<file path="src/rtl/adc_millivolt_ascii_reporter_assert.svh">
`ifndef ADC_MILLIVOLT_ASCII_REPORTER_ASSERT_SVH
`define ADC_MILLIVOLT_ASCII_REPORTER_ASSERT_SVH

// check the consequent in the same cycle as the antecedent
`define AMAR_ASSERT_SAME(label, clk, rst, ante, cons) \
   label: assert property (@(posedge clk) disable iff (rst) (ante) |-> (cons)) \
      else $error("amar assertion failed");

// check the consequent in the cycle after the antecedent
`define AMAR_ASSERT_NEXT(label, clk, rst, ante, cons) \
   label: assert property (@(posedge clk) disable iff (rst) (ante) |=> (cons)) \
      else $error("amar assertion failed");

`endif

</file>
<file path="src/rtl/amar_pkg.sv">
package amar_pkg;

   localparam int unsigned ADC_W   = 16;
   localparam int unsigned FS_W    = 14;
   localparam int unsigned MV_W    = 14;
   localparam int unsigned BYTE_W  = 8;
   localparam int unsigned IDX_W   = 4;

   localparam logic [FS_W-1:0]   FS_RESET   = 14'd3300;
   localparam logic [MV_W-1:0]   MV_MAX     = 14'd9999;

   localparam logic [IDX_W-1:0]  POS_THOU   = 4'd8;
   localparam logic [IDX_W-1:0]  POS_HUND   = 4'd10;
   localparam logic [IDX_W-1:0]  POS_TENS   = 4'd11;
   localparam logic [IDX_W-1:0]  POS_UNITS  = 4'd12;
   localparam logic [IDX_W-1:0]  POS_LAST   = 4'd14;

   localparam logic [BYTE_W-1:0] CHAR_ZERO  = 8'h30;
   localparam logic [BYTE_W-1:0] CHAR_NINE  = 8'h39;

   typedef struct packed {
      logic            valid;
      logic [MV_W-1:0] mv;
   } amar_mv_type;

   // "Voltaje:0.000" CR LF
   function automatic logic [BYTE_W-1:0] template_char(input logic [IDX_W-1:0] pos);
      logic [BYTE_W-1:0] ch;
      case (pos)
         4'd0:    ch = 8'h56;
         4'd1:    ch = 8'h6F;
         4'd2:    ch = 8'h6C;
         4'd3:    ch = 8'h74;
         4'd4:    ch = 8'h61;
         4'd5:    ch = 8'h6A;
         4'd6:    ch = 8'h65;
         4'd7:    ch = 8'h3A;
         4'd8:    ch = 8'h30;
         4'd9:    ch = 8'h2E;
         4'd10:   ch = 8'h30;
         4'd11:   ch = 8'h30;
         4'd12:   ch = 8'h30;
         4'd13:   ch = 8'h0D;
         4'd14:   ch = 8'h0A;
         default: ch = 8'h00;
      endcase
      return ch;
   endfunction

endpackage

</file>
<file path="src/rtl/amar_scaler.sv">
module amar_scaler
   import amar_pkg::*;
#(
   parameter int unsigned SAMPLE_BITS = 16
) (
   input  logic              clock,
   input  logic              reset,
   input  logic              in_valid,
   output logic              in_ready,
   input  logic [ADC_W-1:0]  in_sample,
   input  logic [FS_W-1:0]   full_scale,
   output amar_mv_type       mv_out,
   input  logic              mv_ready
);

   localparam int unsigned PROD_W = SAMPLE_BITS + FS_W;
   localparam logic [PROD_W-1:0] DIVISOR = PROD_W'((64'd1 << SAMPLE_BITS) - 64'd1);
   localparam logic [PROD_W-1:0] DIVISOR2 = DIVISOR << 1;

   logic              s1_valid_ff, s1_valid_in;
   logic [PROD_W-1:0] s1_prod_ff, s1_prod_in;
   logic              s2_valid_ff, s2_valid_in;
   logic [PROD_W-1:0] s2_prod_ff;
   logic [FS_W-1:0]   s2_quot_ff, s2_quot_in;
   logic              s3_valid_ff, s3_valid_in;
   logic [MV_W-1:0]   s3_mv_ff, s3_mv_in;

   logic              s3_load, s2_load, s1_load;
   logic [PROD_W:0]   approx_sum;
   logic [PROD_W-1:0] quot_times_div;
   logic [PROD_W-1:0] remainder;
   logic [FS_W:0]     quot_fixed;

   assign s3_load  = s2_valid_ff && (!s3_valid_ff || mv_ready);
   assign s2_load  = s1_valid_ff && (!s2_valid_ff || s3_load);
   assign s1_load  = in_valid && in_ready;
   assign in_ready = !s1_valid_ff || s2_load;

   assign s1_valid_in = s1_load || (s1_valid_ff && !s2_load);
   assign s2_valid_in = s2_load || (s2_valid_ff && !s3_load);
   assign s3_valid_in = s3_load || (s3_valid_ff && !mv_ready);

   assign s1_prod_in = {{FS_W{1'b0}}, in_sample[SAMPLE_BITS-1:0]}
                     * {{SAMPLE_BITS{1'b0}}, full_scale};

   // divide by 2^n - 1: first estimate, short by at most two
   assign approx_sum = {1'b0, s1_prod_ff} + (PROD_W+1)'(s1_prod_ff >> SAMPLE_BITS);
   assign s2_quot_in = FS_W'(approx_sum >> SAMPLE_BITS);

   assign quot_times_div = (PROD_W'(s2_quot_ff) << SAMPLE_BITS) - PROD_W'(s2_quot_ff);
   assign remainder      = s2_prod_ff - quot_times_div;
   assign quot_fixed     = {1'b0, s2_quot_ff}
                         + (FS_W+1)'(remainder >= DIVISOR)
                         + (FS_W+1)'(remainder >= DIVISOR2);
   assign s3_mv_in = (quot_fixed > {1'b0, MV_MAX}) ? MV_MAX : quot_fixed[FS_W-1:0];

   always_ff @(posedge clock) begin
      if (reset) begin
         s1_valid_ff <= 1'b0;
         s2_valid_ff <= 1'b0;
         s3_valid_ff <= 1'b0;
      end else begin
         s1_valid_ff <= s1_valid_in;
         s2_valid_ff <= s2_valid_in;
         s3_valid_ff <= s3_valid_in;
      end
      if (s1_load) begin
         s1_prod_ff <= s1_prod_in;
      end
      if (s2_load) begin
         s2_prod_ff <= s1_prod_ff;
         s2_quot_ff <= s2_quot_in;
      end
      if (s3_load) begin
         s3_mv_ff <= s3_mv_in;
      end
   end

   assign mv_out.valid = s3_valid_ff;
   assign mv_out.mv    = s3_mv_ff;

endmodule

</file>
<file path="src/rtl/amar_serialiser.sv">
module amar_serialiser
   import amar_pkg::*;
(
   input  logic               clock,
   input  logic               reset,
   input  amar_mv_type        mv_in,
   output logic               mv_ready,
   output logic               rsp_tvalid,
   input  logic               rsp_tready,
   output logic [BYTE_W-1:0]  rsp_tdata,
   output logic [IDX_W-1:0]   rsp_tuser,
   output logic               rsp_tlast
);

   localparam int unsigned RPROD_W = 2 * MV_W;
   localparam logic [MV_W-1:0] RECIP_THOU = 14'd8389;
   localparam logic [MV_W-1:0] RECIP_HUND = 14'd41;
   localparam logic [MV_W-1:0] RECIP_TENS = 14'd205;
   localparam logic [MV_W-1:0] SCALE_THOU = 14'd1000;
   localparam logic [MV_W-1:0] SCALE_HUND = 14'd100;
   localparam logic [MV_W-1:0] SCALE_TENS = 14'd10;

   logic               busy_ff, busy_in;
   logic [IDX_W-1:0]   idx_ff, idx_in;
   logic [MV_W-1:0]    rest_ff, rest_in;
   logic               rsp_tvalid_ff, rsp_tvalid_in;
   logic [BYTE_W-1:0]  rsp_tdata_ff, rsp_tdata_in;
   logic [IDX_W-1:0]   rsp_tuser_ff, rsp_tuser_in;
   logic               rsp_tlast_ff, rsp_tlast_in;

   logic               out_free, emit, finish, load;
   logic [RPROD_W-1:0] rprod;
   logic [3:0]         digit;
   logic [MV_W-1:0]    rest_next;
   logic [BYTE_W-1:0]  char_val;

   assign out_free = !rsp_tvalid_ff || rsp_tready;
   assign emit     = busy_ff && out_free;
   assign finish   = emit && (idx_ff == POS_LAST);
   assign mv_ready = !busy_ff || finish;
   assign load     = mv_in.valid && mv_ready;

   always_comb begin
      rprod     = '0;
      digit     = '0;
      rest_next = rest_ff;
      char_val  = template_char(idx_ff);
      case (idx_ff)
         POS_THOU: begin
            rprod     = {{MV_W{1'b0}}, rest_ff} * {{MV_W{1'b0}}, RECIP_THOU};
            digit     = rprod[26:23];
            rest_next = rest_ff - MV_W'(digit) * SCALE_THOU;
            char_val  = CHAR_ZERO + BYTE_W'(digit);
         end
         POS_HUND: begin
            rprod     = {{MV_W{1'b0}}, rest_ff} * {{MV_W{1'b0}}, RECIP_HUND};
            digit     = rprod[15:12];
            rest_next = rest_ff - MV_W'(digit) * SCALE_HUND;
            char_val  = CHAR_ZERO + BYTE_W'(digit);
         end
         POS_TENS: begin
            rprod     = {{MV_W{1'b0}}, rest_ff} * {{MV_W{1'b0}}, RECIP_TENS};
            digit     = rprod[14:11];
            rest_next = rest_ff - MV_W'(digit) * SCALE_TENS;
            char_val  = CHAR_ZERO + BYTE_W'(digit);
         end
         POS_UNITS: begin
            digit     = rest_ff[3:0];
            char_val  = CHAR_ZERO + BYTE_W'(digit);
         end
         default: begin
            rest_next = rest_ff;
         end
      endcase
   end

   always_comb begin
      busy_in       = busy_ff;
      idx_in        = idx_ff;
      rest_in       = rest_ff;
      rsp_tvalid_in = rsp_tvalid_ff && !rsp_tready;
      rsp_tdata_in  = rsp_tdata_ff;
      rsp_tuser_in  = rsp_tuser_ff;
      rsp_tlast_in  = rsp_tlast_ff;
      if (emit) begin
         rsp_tvalid_in = 1'b1;
         rsp_tdata_in  = char_val;
         rsp_tuser_in  = idx_ff;
         rsp_tlast_in  = (idx_ff == POS_LAST);
         rest_in       = rest_next;
         idx_in        = idx_ff + IDX_W'(1);
         if (finish) begin
            busy_in = 1'b0;
            idx_in  = '0;
         end
      end
      if (load) begin
         busy_in = 1'b1;
         idx_in  = '0;
         rest_in = mv_in.mv;
      end
   end

   always_ff @(posedge clock) begin
      if (reset) begin
         busy_ff       <= 1'b0;
         idx_ff        <= '0;
         rsp_tvalid_ff <= 1'b0;
      end else begin
         busy_ff       <= busy_in;
         idx_ff        <= idx_in;
         rsp_tvalid_ff <= rsp_tvalid_in;
      end
      rest_ff      <= rest_in;
      rsp_tdata_ff <= rsp_tdata_in;
      rsp_tuser_ff <= rsp_tuser_in;
      rsp_tlast_ff <= rsp_tlast_in;
   end

   assign rsp_tvalid = rsp_tvalid_ff;
   assign rsp_tdata  = rsp_tdata_ff;
   assign rsp_tuser  = rsp_tuser_ff;
   assign rsp_tlast  = rsp_tlast_ff;

`include "adc_millivolt_ascii_reporter_assert.svh"

   `AMAR_ASSERT_SAME(a_last_at_end, clock, reset, rsp_tvalid_ff, rsp_tlast_ff == (rsp_tuser_ff == POS_LAST))
   `AMAR_ASSERT_NEXT(a_run_in_order, clock, reset, rsp_tvalid_ff && rsp_tready && !rsp_tlast_ff, rsp_tvalid_ff && (rsp_tuser_ff == $past(rsp_tuser_ff) + IDX_W'(1)))
   `AMAR_ASSERT_SAME(a_digit_ascii, clock, reset, rsp_tvalid_ff && (rsp_tuser_ff == POS_THOU || rsp_tuser_ff == POS_HUND || rsp_tuser_ff == POS_TENS || rsp_tuser_ff == POS_UNITS), rsp_tdata_ff >= CHAR_ZERO && rsp_tdata_ff <= CHAR_NINE)

endmodule

</file>
<file path="src/rtl/adc_millivolt_ascii_reporter.sv">
// Channel  Direction  Ports                       Contents
// req      in         req_tvalid/tready/tdata     adc_sample [15:0]
// rsp      out        rsp_tvalid/tready/tdata     out_byte [7:0], tuser char_index, tlast last
// csr      in         csr_we/csr_wdata            full_scale_mv [13:0]
//
// Each request yields 15 bytes, one per cycle while rsp_tready is high, set by the single output
// register that the serialiser fills once per byte; it takes the next value with the last byte.
// First byte path: three scaler stages, the serialiser rest register, one output stage.
// Reset clears every valid flag and loads full_scale_mv with 3300.
// rsp_tready low holds the output byte; up to three requests queue in the scaler behind it.
module adc_millivolt_ascii_reporter
   import amar_pkg::*;
#(
   parameter int unsigned SAMPLE_BITS = 16
) (
   input  logic               clock,
   input  logic               reset,
   input  logic               req_tvalid,
   output logic               req_tready,
   input  logic [ADC_W-1:0]   req_tdata,   // [15:0] adc_sample
   output logic               rsp_tvalid,
   input  logic               rsp_tready,
   output logic [BYTE_W-1:0]  rsp_tdata,   // [7:0] out_byte
   output logic [IDX_W-1:0]   rsp_tuser,   // [3:0] char_index
   output logic               rsp_tlast,
   input  logic               csr_we,
   input  logic [FS_W-1:0]    csr_wdata
);

   logic [FS_W-1:0] full_scale_ff, full_scale_in;
   amar_mv_type     mv_link;
   logic            mv_ready;

   assign full_scale_in = csr_we ? csr_wdata : full_scale_ff;

   always_ff @(posedge clock) begin
      if (reset) begin
         full_scale_ff <= FS_RESET;
      end else begin
         full_scale_ff <= full_scale_in;
      end
   end

   amar_scaler #(
      .SAMPLE_BITS (SAMPLE_BITS)
   ) u_scaler (
      .clock      (clock),
      .reset      (reset),
      .in_valid   (req_tvalid),
      .in_ready   (req_tready),
      .in_sample  (req_tdata),
      .full_scale (full_scale_ff),
      .mv_out     (mv_link),
      .mv_ready   (mv_ready)
   );

   amar_serialiser u_serialiser (
      .clock      (clock),
      .reset      (reset),
      .mv_in      (mv_link),
      .mv_ready   (mv_ready),
      .rsp_tvalid (rsp_tvalid),
      .rsp_tready (rsp_tready),
      .rsp_tdata  (rsp_tdata),
      .rsp_tuser  (rsp_tuser),
      .rsp_tlast  (rsp_tlast)
   );

endmodule

</file>
<file path="config.mk">
export PLATFORM = sky130hd
export DESIGN_NAME = adc_millivolt_ascii_reporter
export DESIGN_NICKNAME = d
export VERILOG_FILES = /design/src/rtl/amar_pkg.sv /design/src/rtl/amar_scaler.sv /design/src/rtl/amar_serialiser.sv /design/src/rtl/adc_millivolt_ascii_reporter.sv
export VERILOG_INCLUDE_DIRS = /design/src /design/src/rtl
export SDC_FILE = /design/constraint.sdc
export NUM_CORES = 1
export LEC_CHECK = 0
export BUFFER_PORTS_ARGS = -buffer_cell sky130_fd_sc_hd__buf_2
export CAP_MARGIN = 20
export CORE_MARGIN = 8
export CORE_UTILIZATION = 26
export DETAILED_ROUTE_END_ITERATION = 6
export PLACE_DENSITY = 0.49
export RECOVER_POWER = 50
export SLEW_MARGIN = 20
export SYNTH_ARGS = -nofsm -noshare
export SYNTH_HDL_FRONTEND = slang
export SYNTH_SLANG_ARGS = --single-unit
</file>
<file path="constraint.sdc">
create_clock -name clock -period 23.4 [get_ports clock]
set_input_delay 2.34 -clock clock [delete_from_list [all_inputs] [get_ports clock]]
set_output_delay 2.34 -clock clock [all_outputs]
set_load 0.01 [all_outputs]
</file>
==> results by group <==
Outcome
  – Outcome: finished, violations left
  – Failing checks: capacitance limit, slew limit

Yosys
  – EDFF count, synth: 114
  – Ys Warns: 0
  – Synth async-reset ratio: 0%
  – Primary FF master, synth: edfxtp_1
  – Syn_area_per_cell: 9.450 µm²
  – Seq/Total Area, Yosys: 18.57%
  – Mapped Cells: 2293
  – Post-synth top area share: 21.94%
  – Netlist cell types: 88
  – Synthesis-stage register bit count: 144
  – Leading area contributor after synthesis: ha_1
  – Syn nets: 2931
  – Top cells by area in the synthesized netlist: ha_1 (22%), fa_1 (21%), edfxtp_1 (16%)
  – Mapped cell area: 0.02167 mm²

GRT
  – Grt ovf: 0
  – Total track usage: 11.75%
  – Vias in the first global route: 15860
  – First-pass GRT wire length: 88250 µm
  – Initial antenna violation count: 0
  – Largest net degree at the start of global routing: 45

STA
  – Setup TNS: 0 ns
  – Final Skew: 0.01796 ns
  – Final Slew Violations: 31
  – Hold Vio Cnt, Final: 0
  – Count of endpoints failing setup in the final report: 0
  – Maximum clock rate: 110.3 MHz
  – Crit path time final: 9.070 ns
  – Final period util: 38.76%
  – Slew @ Worst Pin: 1.887 ns
  – RSZ-0062 raised after global routing: no
  – Setup WS post-layout: 14.33 ns
  – Slew headroom: -25.81%

Place
  – Final GP Congestion: 0.8162
  – Port buffer count: 48
  – Pre-CTS setup slack: 14.32 ns
  – DP Area: 0.02313 mm²
  – DP HPWL: 44160 µm

Floorplan
  – Die width: 304.7 µm
  – Number of cell rows: 106
  – DIE AREA: 0.09283 mm²
  – Total I/O pin count: 50
  – Initial Util: 26.10%
  – Core area: 0.08302 mm²
  – Die extent in y: 304.7 µm

Setup path
  – CP max-delay cell: edfxtp_1
  – Critical path data required time: 23.59 ns
  – Largest delay contributor family on the critical path: adder cells
  – Largest stage delay, worst path: 0.67 ns
  – CP startpoint kind: flop
  – Worst path most repeated cell: ha_1
  – Data arrival, critical path: 9.26 ns
  – Crit path buf inv count: 6
  – Critical path class: flop to flop
  – Crit path max fanout: 9
  – R2r setup slk: 14.33 ns
  – Worst setup EP type: flop

Detailed routing
  – Avg WL per Cell: 16.00 µm
  – Final antenna-violating net count: 0
  – Vias/cell: 4.545
  – Iter 0 DRT Violations: 695
  – DRT Pass-1 Iters: 5
  – Post-Route WL: 54600 µm
  – DRC viols: 0
  – Routed vias: 15510

Clock network
  – Hold_buf cts: 0
  – Longest Clk Path Bufs: 2
  – Worst-path clk slew: 0.06 ns
  – Clk root buf: clkbuf_16
  – Sink Count: 144
  – Num CTS Buffers: 17
  – Number of post-CTS setup repair buffers: 0
  – Post-CTS sizing: 0
  – H-Tree Depth: 4
  – CTS tree: yes
  – Worst skew pair latency: 0.44 ns

Cells and area
  – Area growth syn-to-layout: 9.597%
  – Share of cells above drive strength 1: 4.547%
  – Area taken by flip-flops and latches: 0.004024 mm²
  – Final Instance Area: 0.02375 mm²
  – Final #Nets: 2956
  – Area of the multi-input gates: 0.01593 mm²
  – FILL cells: 8867

Flow run
  – Max-capacitance violation count: 1

Hold path
  – Worst Hold Class: flop to flop
cells in the final DEF (no fill, tap or decap), types with 36 or more instances in the layout:
cell type,instances
nor2_1,85
edfxtp_1,114
inv_1,398
a21oi_1,90
a21o_1,40
and2_1,120
nand2_1,199
nand3_1,40
o21ai_0,72
fa_1,223
ha_1,380
xnor2_1,90
xor2_1,36
per-layer routing:
| layer | up-vias | share of wire, % | GRT usage (%) |
|---|---|---|---|
| met5 | - | 0 | 0 |
| met4 | 0 | 0.77 | 1.655 |
| met3 | 30 | 2.9 | 1.435 |
| met2 | 207 | 47 | 19.97 |
| met1 | 7556 | 49 | 16.28 |
| li1 | 7714 | - | - |
cells by family after synthesis:
| logic type | after synthesis | share of synthesized area, % |
|---|---|---|
| adders and majority gates | 603 | 42.55 |
| and+or+nand+nor | 596 | 13.88 |
| xor gates and xnor gates | 127 | 5.220 |
| muxes | 21 | 0.9932 |
| DFF | 144 | 18.57 |
| other | 1 | 0.01731 |
| buffers and inverters | 452 | 7.969 |
| AOI/OAI and AO/OA | 349 | 10.81 |
Yosys cell counts (all sizes together), types with 4 or more instances:
library cell  count
a21boi           12
clkbuf           51
ha              380
nor2b            20
a2111oi           5
dfxtp            30
mux2              4
nand3            40
fa              223
mux2i            17
xnor2            91
o21bai            7
o31ai            10
o221ai            4
inv             398
nor2             85
and3             16
o21ai            77
o21a              8
o2111ai           4
nand2           199
edfxtp          114
o22ai             7
nor4              9
xor2             36
nand4            16
a21oi            90
or2               5
a21o             41
or3               6
o211ai           12
a31o              5
nor3             32
and2            126
a211o             7
a211oi           19
a31oi            10
nand2b           23
state kept, by name, indices dropped and copies added, names as in the netlist, 4 cells and up, named ones only:
name                    flops
u_scaler.s1_prod_ff        30
u_scaler.s2_prod_ff        30
full_scale_ff              14
u_scaler.s2_quot_ff        14
u_scaler.s3_mv_ff          14
u_serialiser.rest_ff       14
u_serialiser.rsp_tdata      7
u_serialiser.idx_ff         4
u_serialiser.rsp_tuser      4
worst paths after layout:
check / depth (start not counted) / to / start
setup / recovery: 32 / u_serialiser.rest_ff[13] / u_serialiser.rest_ff[12]
hold / removal: 0 / u_scaler.s2_prod_ff[9] / u_scaler.s1_prod_ff[9]
setup reg to reg: 32 / u_serialiser.rest_ff[13] / u_serialiser.rest_ff[12]
hold reg to reg: 0 / u_scaler.s2_prod_ff[9] / u_scaler.s1_prod_ff[9]
per-stage QoR:
stage	instances	hold WS [ns]	util, %
global placement	3379	0.4472	27.86
detailed placement	3379	0.4506	27.86
CTS	3411	0.4645	28.64
global route	3411	0.4770	28.60
finish	3412	0.4688	28.60
floorplan	2293	0.4064	-
worst register-to-register path, delay by kind of cell (launching register included):
kind,cells,cell delay [ns]
fa+ha+maj,12,4.41
compound gates,7,1.47
buf+inv,6,0.92
xor+xnor,3,0.69
flops,1,0.67
simple gates,4,0.66
area by class of cell:
cell class / instances / share of cell area, %
well taps: 1080 / 5.690
diodes: 1 / 0.01054
inverters: 399 / 6.307
multi-input cells: 1697 / 67.08
flip-flops and latches: 144 / 16.94
clock inverters: 8 / 0.4795
repair buffers: 59 / 1.233
clock buffers: 24 / 2.255
Power is left out: the tool's default activity adds up to more than one toggle a clock period on the data nets, which glitch-free logic cannot reach.
